**config.mk**
```make
export PLATFORM = sky130hd
export DESIGN_NAME = imu_sample_qualify_pair_accumulate_flat
export DESIGN_NICKNAME = d
export VERILOG_FILES = /design/src/rtl/imuq_pkg.sv /design/src/rtl/imuq_item_if.sv /design/src/rtl/imuq_result_if.sv /design/src/rtl/imuq_apb_regs.sv /design/src/rtl/imuq_eval.sv /design/src/rtl/imu_sample_qualify_pair_accumulate.sv /design/src/flat_wrapper.sv
export SDC_FILE = /design/constraint.sdc
export NUM_CORES = 2
export LEC_CHECK = 0
export BUFFER_PORTS_ARGS = -buffer_cell sky130_fd_sc_hd__buf_2
export CORE_UTILIZATION = 45
export CTS_CLUSTER_SIZE = 8
export DETAILED_ROUTE_END_ITERATION = 10
export PLACE_DENSITY = 0.71
export SLEW_MARGIN = 20
export SYNTH_ARGS = -nofsm -noshare
export SYNTH_HDL_FRONTEND = slang
export SYNTH_HIERARCHICAL = 1
export SYNTH_SLANG_ARGS = --single-unit
export TNS_END_PERCENT = 20
```
**constraint.sdc**
```tcl
create_clock -name clk -period 10.2 [get_ports clk]
set_input_delay 1.53 -clock clk [delete_from_list [all_inputs] [get_ports clk]]
set_output_delay 1.53 -clock clk [all_outputs]
set_load 0.02 [all_outputs]
```
**src/rtl/imuq_pkg.sv**
```systemverilog
`timescale 1ns / 1ps
// ----------------------------------------------------------------------------
// imuq_pkg
// Shared widths, codes and item types for the inertial sample qualifier
// and pair accumulator.
// ----------------------------------------------------------------------------
package imuq_pkg;

	localparam int SAMPLE_W  = 32;
	localparam int TIME_W    = 48;
	localparam int STEP_W    = 20;
	localparam int SUMSTEP_W = STEP_W + 1;
	localparam int COUNT_W   = 8;
	localparam int GAP_W     = 4;
	localparam int ALLOW_W   = STEP_W + GAP_W;
	localparam int NUM_AXES  = 3;
	localparam int OUTCOME_W = 3;

	localparam logic [GAP_W-1:0] GAP_RESET = GAP_W'(3);

	localparam int APB_DATA_W = 32;
	localparam int APB_ADDR_W = 3;
	localparam logic REG_GAP_MULT = 1'b0;

	localparam logic [OUTCOME_W-1:0] OUT_READ_FAIL = 3'd0;
	localparam logic [OUTCOME_W-1:0] OUT_INVALID   = 3'd1;
	localparam logic [OUTCOME_W-1:0] OUT_DUPLICATE = 3'd2;
	localparam logic [OUTCOME_W-1:0] OUT_HELD      = 3'd3;
	localparam logic [OUTCOME_W-1:0] OUT_PAIR      = 3'd4;

	typedef logic signed [SAMPLE_W-1:0] sample_t;

	typedef struct packed {
		logic               read_ok;
		logic               sensor_valid;
		logic [TIME_W-1:0]  stamp_us;
		logic [STEP_W-1:0]  step_us;
		logic [COUNT_W-1:0] sample_count;
		sample_t            angle_x;
		sample_t            angle_y;
		sample_t            angle_z;
		sample_t            vel_x;
		sample_t            vel_y;
		sample_t            vel_z;
	} imuq_item_t;

	typedef struct packed {
		logic [OUTCOME_W-1:0] outcome;
		logic                 time_error;
		logic [TIME_W-1:0]    out_stamp_us;
		logic [SUMSTEP_W-1:0] out_step_us;
		sample_t              sum_angle_x;
		sample_t              sum_angle_y;
		sample_t              sum_angle_z;
		sample_t              sum_vel_x;
		sample_t              sum_vel_y;
		sample_t              sum_vel_z;
	} imuq_result_t;

	typedef struct packed {
		logic                             held_valid;
		logic [NUM_AXES-1:0][SAMPLE_W-1:0] held_angle;
		logic [NUM_AXES-1:0][SAMPLE_W-1:0] held_vel;
		logic [STEP_W-1:0]                held_step;
		logic                             prior_seen;
		logic [TIME_W-1:0]                prior_ts;
	} imuq_state_t;

endpackage

```
**src/rtl/imuq_item_if.sv**
```systemverilog
`timescale 1ns / 1ps
// ----------------------------------------------------------------------------
// imuq_item_if
// Valid/ready channel carrying one sensor sample item.
// ----------------------------------------------------------------------------
interface imuq_item_if import imuq_pkg::*; ();
	logic       valid;
	logic       ready;
	imuq_item_t payload;

	modport source (output valid, output payload, input ready);
	modport sink (input valid, input payload, output ready);
endinterface

```
**src/rtl/imuq_result_if.sv**
```systemverilog
`timescale 1ns / 1ps
// ----------------------------------------------------------------------------
// imuq_result_if
// Valid/ready channel carrying one qualifier result item.
// ----------------------------------------------------------------------------
interface imuq_result_if import imuq_pkg::*; ();
	logic         valid;
	logic         ready;
	imuq_result_t payload;

	modport source (output valid, output payload, input ready);
	modport sink (input valid, input payload, output ready);
endinterface

```
**src/rtl/imuq_apb_regs.sv**
```systemverilog
`timescale 1ns / 1ps
// ----------------------------------------------------------------------------
// imuq_apb_regs
// APB register file holding the gap multiplier.
// ----------------------------------------------------------------------------
module imuq_apb_regs import imuq_pkg::*; (
	input  logic                  clk,
	input  logic                  arst_n,
	input  logic                  psel,
	input  logic                  penable,
	input  logic                  pwrite,
	input  logic [APB_ADDR_W-1:0] paddr,
	input  logic [APB_DATA_W-1:0] pwdata,
	output logic [APB_DATA_W-1:0] prdata,
	output logic                  pready,
	output logic [GAP_W-1:0]      gap_mult
);

	logic [GAP_W-1:0] gap_mult_q;
	logic             wr_en;

	assign pready = 1'b1;
	assign wr_en  = psel && penable && pwrite && pready;

	always_ff @(posedge clk or negedge arst_n) begin
		if (!arst_n) begin
			gap_mult_q <= GAP_RESET;
		end else if (wr_en && paddr[2] == REG_GAP_MULT) begin
			gap_mult_q <= pwdata[GAP_W-1:0];
		end
	end

	always_comb begin
		prdata = '0;
		unique case (paddr[2])
			REG_GAP_MULT: prdata = {{(APB_DATA_W-GAP_W){1'b0}}, gap_mult_q};
			default:      prdata = '0;
		endcase
	end

	assign gap_mult = gap_mult_q;

endmodule

```
**src/rtl/imuq_eval.sv**
```systemverilog
`timescale 1ns / 1ps
// ----------------------------------------------------------------------------
// imuq_eval
// Qualifies one registered sample against the held state and forms the
// result item and the next state.
// ----------------------------------------------------------------------------
module imuq_eval import imuq_pkg::*; (
	input  imuq_item_t       item,
	input  imuq_state_t      st,
	input  logic [GAP_W-1:0] gap_mult,
	output imuq_result_t     res,
	output imuq_state_t      st_nxt
);

	function automatic logic [SAMPLE_W-1:0] sat_add(
		input logic [SAMPLE_W-1:0] a,
		input logic [SAMPLE_W-1:0] b
	);
		logic [SAMPLE_W:0] s;
		s = {a[SAMPLE_W-1], a} + {b[SAMPLE_W-1], b};
		if (s[SAMPLE_W] != s[SAMPLE_W-1]) begin
			sat_add = s[SAMPLE_W] ? {1'b1, {(SAMPLE_W-1){1'b0}}}
			                      : {1'b0, {(SAMPLE_W-1){1'b1}}};
		end else begin
			sat_add = s[SAMPLE_W-1:0];
		end
	endfunction

	logic [NUM_AXES-1:0][SAMPLE_W-1:0] in_angle;
	logic [NUM_AXES-1:0][SAMPLE_W-1:0] in_vel;
	logic [NUM_AXES-1:0][SAMPLE_W-1:0] sum_angle;
	logic [NUM_AXES-1:0][SAMPLE_W-1:0] sum_vel;
	logic [TIME_W-1:0]                 ts_diff;
	logic [ALLOW_W-1:0]                allowed;
	logic                              bad_sample;
	logic                              dup;
	logic                              backward;
	logic                              too_far;
	logic                              terr;

	assign in_angle = {item.angle_z, item.angle_y, item.angle_x};
	assign in_vel   = {item.vel_z, item.vel_y, item.vel_x};

	always_comb begin
		for (int i = 0; i < NUM_AXES; i++) begin
			sum_angle[i] = sat_add(st.held_angle[i], in_angle[i]);
			sum_vel[i]   = sat_add(st.held_vel[i], in_vel[i]);
		end
	end

	assign bad_sample = !item.sensor_valid || item.step_us == '0 || item.sample_count == '0;
	assign dup        = st.prior_seen && item.stamp_us == st.prior_ts;
	assign backward   = item.stamp_us < st.prior_ts;
	assign ts_diff    = item.stamp_us - st.prior_ts;
	assign allowed    = ALLOW_W'(item.step_us) * ALLOW_W'(gap_mult);
	assign too_far    = ts_diff > TIME_W'(allowed);
	assign terr       = st.prior_seen && (backward || too_far);

	always_comb begin
		res    = '0;
		st_nxt = st;
		if (!item.read_ok) begin
			res.outcome       = OUT_READ_FAIL;
			st_nxt.held_valid = 1'b0;
		end else if (bad_sample) begin
			res.outcome       = OUT_INVALID;
			st_nxt.held_valid = 1'b0;
		end else if (dup) begin
			res.outcome = OUT_DUPLICATE;
		end else begin
			st_nxt.prior_seen = 1'b1;
			st_nxt.prior_ts   = item.stamp_us;
			res.time_error    = terr;
			if (!st.held_valid || terr) begin
				res.outcome       = OUT_HELD;
				st_nxt.held_valid = 1'b1;
				st_nxt.held_angle = in_angle;
				st_nxt.held_vel   = in_vel;
				st_nxt.held_step  = item.step_us;
			end else begin
				res.outcome          = OUT_PAIR;
				res.out_stamp_us     = item.stamp_us;
				res.out_step_us      = SUMSTEP_W'(st.held_step) + SUMSTEP_W'(item.step_us);
				res.sum_angle_x      = sum_angle[0];
				res.sum_angle_y      = sum_angle[1];
				res.sum_angle_z      = sum_angle[2];
				res.sum_vel_x        = sum_vel[0];
				res.sum_vel_y        = sum_vel[1];
				res.sum_vel_z        = sum_vel[2];
				st_nxt.held_valid    = 1'b0;
			end
		end
	end

endmodule

```
**src/rtl/imu_sample_qualify_pair_accumulate.sv**
```systemverilog
`timescale 1ns / 1ps
// ----------------------------------------------------------------------------
// imu_sample_qualify_pair_accumulate
// Qualifies inertial sensor samples and sums good pairs into half-rate items.
//
// Usage:
//   sample carries one sensor reading per item, result returns exactly one
//   item per accepted sample (outcome code, time error flag and, for an
//   emitted pair, the saturated sums with the newer timestamp).
//   The gap multiplier sits at APB byte address 0; write it only while no
//   item is in flight.
//   An accepted item is registered in the input register, evaluated
//   combinationally against the held sample and registered again in the
//   result register, which holds it until the receiver takes it.
//   One item per cycle is sustained while the receiver does not stall; the
//   held-sample and prior-timestamp update is registered with each item.
//   When the receiver stalls, the result register holds its item and the
//   input register can still take one more item; sample.ready drops only
//   when both are full.
//   Reset clears the held sample, the prior timestamp and the valid flags of
//   both registers, and sets the gap multiplier to 3.
// ----------------------------------------------------------------------------
module imu_sample_qualify_pair_accumulate import imuq_pkg::*; (
	input  logic                  clk,
	input  logic                  arst_n,
	input  logic                  psel,
	input  logic                  penable,
	input  logic                  pwrite,
	input  logic [APB_ADDR_W-1:0] paddr,
	input  logic [APB_DATA_W-1:0] pwdata,
	output logic [APB_DATA_W-1:0] prdata,
	output logic                  pready,
	imuq_item_if.sink             sample,
	imuq_result_if.source         result
);

	logic [GAP_W-1:0] gap_mult;
	imuq_item_t       item_s1;
	logic             valid_s1;
	imuq_state_t      st_q;
	imuq_state_t      st_nxt;
	imuq_result_t     res_d;
	imuq_result_t     res_q;
	logic             res_valid_q;
	logic             out_free;
	logic             advance;
	logic             in_acc;

	imuq_apb_regs u_regs (
		.clk      (clk),
		.arst_n   (arst_n),
		.psel     (psel),
		.penable  (penable),
		.pwrite   (pwrite),
		.paddr    (paddr),
		.pwdata   (pwdata),
		.prdata   (prdata),
		.pready   (pready),
		.gap_mult (gap_mult)
	);

	imuq_eval u_eval (
		.item     (item_s1),
		.st       (st_q),
		.gap_mult (gap_mult),
		.res      (res_d),
		.st_nxt   (st_nxt)
	);

	assign out_free     = !res_valid_q || result.ready;
	assign advance      = valid_s1 && out_free;
	assign sample.ready = !valid_s1 || out_free;
	assign in_acc       = sample.valid && sample.ready;

	always_ff @(posedge clk or negedge arst_n) begin
		if (!arst_n) begin
			valid_s1 <= 1'b0;
		end else if (in_acc) begin
			valid_s1 <= 1'b1;
		end else if (advance) begin
			valid_s1 <= 1'b0;
		end
	end

	always_ff @(posedge clk) begin
		if (in_acc) begin
			item_s1 <= sample.payload;
		end
	end

	always_ff @(posedge clk or negedge arst_n) begin
		if (!arst_n) begin
			st_q        <= '0;
			res_valid_q <= 1'b0;
		end else if (advance) begin
			st_q        <= st_nxt;
			res_valid_q <= 1'b1;
		end else if (result.ready) begin
			res_valid_q <= 1'b0;
		end
	end

	always_ff @(posedge clk) begin
		if (advance) begin
			res_q <= res_d;
		end
	end

	assign result.valid   = res_valid_q;
	assign result.payload = res_q;

	// only a held result can carry a time error
	a_terr_held: assert property (@(posedge clk) disable iff (!arst_n)
		res_valid_q && res_q.time_error |-> res_q.outcome == OUT_HELD)
		else $error("time error on a non-held result");

	// step and timestamp fields stay zero unless a pair is emitted
	a_zero_unused: assert property (@(posedge clk) disable iff (!arst_n)
		res_valid_q && res_q.outcome != OUT_PAIR |->
		res_q.out_step_us == '0 && res_q.out_stamp_us == '0)
		else $error("nonzero pair fields outside a pair");

	// emitting a pair consumes the held sample
	a_pair_clears: assert property (@(posedge clk) disable iff (!arst_n)
		advance && res_d.outcome == OUT_PAIR |=> !st_q.held_valid)
		else $error("held sample kept after pair");

	// a held result always leaves a held sample and a prior timestamp
	a_held_sets: assert property (@(posedge clk) disable iff (!arst_n)
		advance && res_d.outcome == OUT_HELD |=> st_q.held_valid && st_q.prior_seen)
		else $error("held state not set");

	// input stalls only when both registers are full and the output is stalled
	a_stall_cause: assert property (@(posedge clk) disable iff (!arst_n)
		!sample.ready |-> valid_s1 && res_valid_q && !result.ready)
		else $error("input stalled without cause");

endmodule

```
**src/flat_wrapper.sv**
```systemverilog
// flat-port wrapper written by rule: the top's interface ports become plain ports
module imu_sample_qualify_pair_accumulate_flat import imuq_pkg::*;
  (clk, arst_n, psel, penable, pwrite, paddr, pwdata, prdata, pready, sample_valid, sample_payload, sample_ready, result_valid, result_payload, result_ready);
  imuq_item_if sample_i ();
  imuq_result_if result_i ();
  input  logic clk;
  input  logic arst_n;
  input  logic psel;
  input  logic penable;
  input  logic pwrite;
  input  logic [APB_ADDR_W-1:0] paddr;
  input  logic [APB_DATA_W-1:0] pwdata;
  output logic [APB_DATA_W-1:0] prdata;
  output logic pready;
  input wire logic [$bits(sample_i.valid)-1:0] sample_valid;
  input wire logic [$bits(sample_i.payload)-1:0] sample_payload;
  output wire logic [$bits(sample_i.ready)-1:0] sample_ready;
  output wire logic [$bits(result_i.valid)-1:0] result_valid;
  output wire logic [$bits(result_i.payload)-1:0] result_payload;
  input wire logic [$bits(result_i.ready)-1:0] result_ready;
  assign sample_i.valid = sample_valid;
  assign sample_i.payload = sample_payload;
  assign sample_ready = sample_i.ready;
  assign result_valid = result_i.valid;
  assign result_payload = result_i.payload;
  assign result_i.ready = result_ready;
  imu_sample_qualify_pair_accumulate u_core (.clk(clk), .arst_n(arst_n), .psel(psel), .penable(penable), .pwrite(pwrite), .paddr(paddr), .pwdata(pwdata), .prdata(prdata), .pready(pready), .sample(sample_i), .result(result_i));
endmodule
```
======== After elaboration in Yosys (flattened, before gate mapping) ========
Index checks and enable logic that the tools add are counted.
storage, ports and cells
  register bits ........................... 803
  bits of input ports ..................... 312
  word-level logic and storage cells ...... 111
cells by class
  add/subtract/negate cells ............... 8
  multiply operators ...................... 1
  magnitude comparators ................... 2
  eq/ne operators ......................... 8
  multiplexer cells ....................... 25
  bitwise gates (word level) .............. 4
  reductions and logical operators ........ 27
operators with widths
  kind                                             count
  32-bit two-way mux                               12
  262-bit two-way mux                              1
  212-bit two-way mux                              1
  32-bit by 32-bit adder with 33-bit output        6
  48-bit == test                                   1
  48-bit by 24-bit > comparator with 1-bit output  1
  48-bit less-than comparator                      1
  48-bit subtractor                                1
  20-bit by 4-bit multiplier with 24-bit output    1
  20-bit by 20-bit adder with 21-bit output        1
  20-bit zero test                                 1
  8-bit zero test                                  1
  1-bit two-way mux                                8
  1-bit logical AND                                7
  1-bit logical OR                                 6
  1-bit != test                                    6
  5-bit AND reduction                              1
  1-bit zero test                                  4
  4-bit two-way mux                                1
  1-bit inverter                                   4
  4-bit AND reduction                              1
  2-bit nonzero test                               2
  4-bit OR reduction                               1
  3-bit two-way mux                                1
  other kinds (5)                                  5

======== Logic depth before layout (Yosys ltp) ========
  word-level depth ........................ 9
  depth in mapped cells ................... 35

======== Modules after synthesis ========
The synthesis kept the hierarchy.
by module, submodules not included
  module                              times used  cells an instance  area each (µm²)  seq. area each (µm²)
  imu_sample_qualify_pair_accumulate  1           1096               26123.8          22671.7
  imuq_eval                           1           3102               22664.2          0.0
  imuq_apb_regs                       1           44                 431.7            102.6

======== Least setup slack after synthesis ========
Ideal clock, no wire load.
  path kind ............................... input-to-reg
  from .................................... in result_ready
  to ...................................... reg u_core/item_s1[0] (netlist name) (enable)
  arrival time ............................ 7953 ps
  data required time ...................... 9536 ps
  setup slack ............................. 1583 ps
  stages on the path ...................... 2
  buffers on the path ..................... 0
  cell sequence ........................... nand3b_1 and2_1
on the way
  word-level cells in the longest chain between the ends .. 3
ends and longest elaborated chain
  what                  RTL line                                  text
  from (decl)           flat_wrapper.sv:20                        input wire logic [$bits(result_i.ready)-1:0] result_ready;
  1-bit logical OR      imu_sample_qualify_pair_accumulate.sv:70  assign out_free = !res_valid_q || result.ready;
  1-bit logical OR      imu_sample_qualify_pair_accumulate.sv:72  assign sample.ready = !valid_s1 || out_free;
  1-bit logical AND     imu_sample_qualify_pair_accumulate.sv:73  assign in_acc = sample.valid && sample.ready;
  via u_core.in_acc     imu_sample_qualify_pair_accumulate.sv:47  logic in_acc;
  to (signal assigned)  imu_sample_qualify_pair_accumulate.sv:87  item_s1 <= sample.payload;
  to (decl)             imu_sample_qualify_pair_accumulate.sv:38  imuq_item_t item_s1;
The timed path passes the listed nets, and every way through them passes these cells.
A chain may end at the register's enable or synchronous reset.

======== Worst setup path after layout ========
  from .................................... reg u_core.u_regs.gap_mult_q[3], in the netlist u_core/u_regs/gap_mult[3]
  to ...................................... reg u_core/st_q[49] (netlist name)
on the way
  word-level cells in the longest chain between the ends .. 6
ends and longest elaborated chain
  what                                             RTL line                                  text
  from (decl)                                      imuq_apb_regs.sv:19                       logic [GAP_W-1:0] gap_mult_q;
  from (signal assigned)                           imuq_apb_regs.sv:29                       gap_mult_q <= pwdata[GAP_W-1:0];
  20-bit by 4-bit multiplier with 24-bit output    imuq_eval.sv:55                           assign allowed = ALLOW_W'(item.step_us) * ALLOW_W'(gap_mult);
  48-bit by 24-bit > comparator with 1-bit output  imuq_eval.sv:56                           assign too_far = ts_diff > TIME_W'(allowed);
  1-bit logical OR                                 imuq_eval.sv:57                           assign terr = st.prior_seen && (backward || too_far);
  1-bit logical AND                                imuq_eval.sv:57
  1-bit logical OR                                 imuq_eval.sv:74                           if (!st.held_valid || terr) begin
  5-bit AND reduction (no line)                    n/a
  to (signal assigned)                             imu_sample_qualify_pair_accumulate.sv:96  st_q <= st_nxt;
  to (decl)                                        imu_sample_qualify_pair_accumulate.sv:40  imuq_state_t st_q;
No other way between the ends.

==> impl_metrics.tcl <==
set metrics [dict create \
    area_growth_pct 14.7 \
    reg2reg_depth 31 \
    grt_max_degree 153 \
    rsz0062_at_grt "false" \
    routedWlPerCell_microns 20.0 \
    ios 612 \
    critical_path_required_ps 10750 \
    synth_edf_count 535 \
    die_w_microns 333 \
    fmax_mhz 105 \
    cellPowerDensity_mw_per_mm2 311 \
    slew_viol_final 0 \
    grt_pass1_wl_mm 195 \
    ys.flop_type "edfxtp_1" \
    cts_buffer_depth 3 \
    avgSynthCellArea_sq_um 11.6 \
    final_nets 5447 \
    finalCoreUtilization_pct 52.3 \
    cp_max_fo 87 \
    path_class "flop to flop" \
    gr-usage-met3_pct 3.77 \
    grt_pass1_vias 34800 \
    dpl.hpwl_mm 88.0 \
    cpMostUsedCell "nand4_1" \
    ys_seq_area_share_pct 46.3 \
    clock_skew_ps 20.9 \
    ys_types 94 \
    netlist_instances 4242 \
    yosys-top-cells-area "edfxtp_1, dfrtp_1, ha_1" \
    grtUsageTotal_pct 22.2 \
    die_h_microns 333 \
    hold_viol_final 0 \
    hold_buffers 0 \
    synth_area_leader_cell "edfxtp_1" \
    cts_tree "done" \
    numPortBuffers 552 \
    synth_common_cells "edfxtp_1, ha_1, a21oi_1" \
    die-area_sq_mm 0.111 \
    numCtsBuffers 112 \
    holdWs_ps 503 \
    antenna_found_initial 16 \
    vias 35100 \
    hold_path.class "flop to flop" \
    power_uw 17600 \
    viasPerCell 5.59 \
    start_util_pct 45.7 \
    crit_path_start_kind "flop" \
    worst-path-stages 31 \
    root_buffer "clkbuf_16" \
    grt-busiest-layer "met2" \
    netlist_area_sq_mm 0.0492 \
    clkSinkCount 803 \
    yosysMostFrequentCell "edfxtp_1" \
    finalSetupTns_ps 0 \
    fin_crit_ps 9500 \
    ir_drop_mv 0.210 \
    final-setup-viol-count 0 \
    rows 120 \
    clock_latency_ps 680 \
    leakage_uw 0.0245 \
    cp_data_arrival_time_ps 10050 \
    regArea_sq_mm 0.0228 \
    clk_pin_slew_ps 50 \
    h-tree-depth 3 \
    final.fill_count 9228 \
    ys_warn_count 6 \
    max_stage_delay_ps 760 \
    worstHoldPathCells 1 \
    synth.top_cell.area_share_pct 32.6 \
    tightest_slew_ps 1120 \
    final_layout_size_suffix_gt1_share_pct 25.5 \
    drt_iter0_markers 2521 \
    use_met2_pct 36.3 \
    synth_seq_cells 803 \
    critPathBufInv 2 \
    core_sq_mm 0.108 \
    crit_family "compound AO/OA/AOI/OAI gates" \
    multi_input_area_sq_mm 0.0248 \
    outcome "complete, no violations" \
    setup.worst_path.end_class "flop" \
    first_pass_iters 6 \
    met1_usage_pct 29.6 \
    async_flop_share_pct 33.4 \
    wl_mm 125 \
    drc 0 \
    max-cap-violations 0 \
    max_slew_margin_pct 25.5 \
    post-route-period-util_pct 93.1 \
    crit_slowest_cell "dfrtp_1" \
    place_congestion 0.911 \
    ant_nets 0 \
    grt-ovfl-total 0 \
]
timing repair:
| action | in CTS | in global routing |
|---|---|---|
| setup endpoints to repair | 0 | 76 |
| setup buffers | 0 | 0 |
| resized for setup | 0 | 1 |
cell type report:
type,instances,area share (%)
timing repair buffer,577,5.40
inverter,183,1.22
antenna,9,0.0399
sequential,803,40.4
multi-input combinational,3090,44.0
tap,1403,3.11
clock inverter,7,0.164
clock buffer,205,5.75
state kept, by name, indices dropped and copies added (netlist names):
register,count
u_core/item_s1,270
u_core/result.payload,265
u_core/st_q,262
u_core/u_regs/gap_mult,4
u_core/result.valid,1
u_core/valid_s1,1
routing by layer:
layer / vias up / share of wire (%)
li1: 16700 / -
met1: 17200 / 45
met2: 1018 / 47
met3: 203 / 5.5
met4: 16 / 3.1
met5: - / 0.082
final timing paths:
| path | from | end | slack, ps |
|---|---|---|---|
| worst max-delay path | u_core/u_regs/gap_mult[3]$_DFFE_PN0P_ | u_core/st_q[49]$_DFFE_PN0P_ | 700 |
| worst min-delay path | u_core/st_q[28]$_DFFE_PN0P_ | u_core/st_q[28]$_DFFE_PN0P_ | 500 |
| worst max register to register | u_core/u_regs/gap_mult[3]$_DFFE_PN0P_ | u_core/st_q[49]$_DFFE_PN0P_ | 700 |
| worst min register to register | u_core/st_q[28]$_DFFE_PN0P_ | u_core/st_q[28]$_DFFE_PN0P_ | 500 |
| max in group asynchronous | arst_n | u_core/st_q[114]$_DFFE_PN0P_ | 7300 |
| min in group asynchronous | arst_n | u_core/st_q[182]$_DFFE_PN0P_ | 860 |
metrics by stage:
| stage | area, sq um | worst slack, ps | std cells |
|---|---|---|---|
| after floorplan | 49300 | 1580 | 4269 |
| after global placement | 53100 | 752 | 6056 |
| after detailed placement | 53100 | 603 | 6056 |
| after CTS | 56400 | 566 | 6268 |
| after global routing | 56400 | 18.9 | 6273 |
| final | 56400 | 705 | 6277 |
report_power, final:
part / switching [uW] / internal [uW]
Clock: 1420 / 2120
Combinational: 5200 / 4150
Sequential: 504 / 4180
Total: 7120 / 10400
placed cells by master, fill, tap and decap left out, drive strengths merged, types with 35 or more instances in the layout:
master / Yosys / final
a211oi: 48 / 48
a21boi: 91 / 91
a21o: 119 / 119
a21oi: 294 / 294
and2: 72 / 72
and3: 68 / 68
buf: 94 / 577
clkbuf: 99 / 205
dfrtp: 266 / 266
edfxtp: 535 / 535
fa: 44 / 44
ha: 324 / 324
inv: 183 / 185
mux2: 479 / 479
nand2: 244 / 244
nand2b: 64 / 64
nand3: 74 / 74
nor2: 272 / 272
nor2b: 35 / 35
nor3: 59 / 59
o21a: 47 / 47
o21ai: 170 / 170
xnor2: 142 / 142
xor2: 70 / 70
cell families after synthesis:
logic type / Yosys count / share of synthesized area [%]
and+or+nand+nor: 1008 / 10.0
AOI/OAI and AO/OA: 990 / 13.3
DFF: 803 / 46.3
muxes: 483 / 12.9
buffers and inverters: 376 / 3.63
adders and majority gates: 368 / 10.0
xor gates and xnor gates: 212 / 3.77
other: 2 / 0.0153
Note: power is estimated with default switching activity, not from simulation.
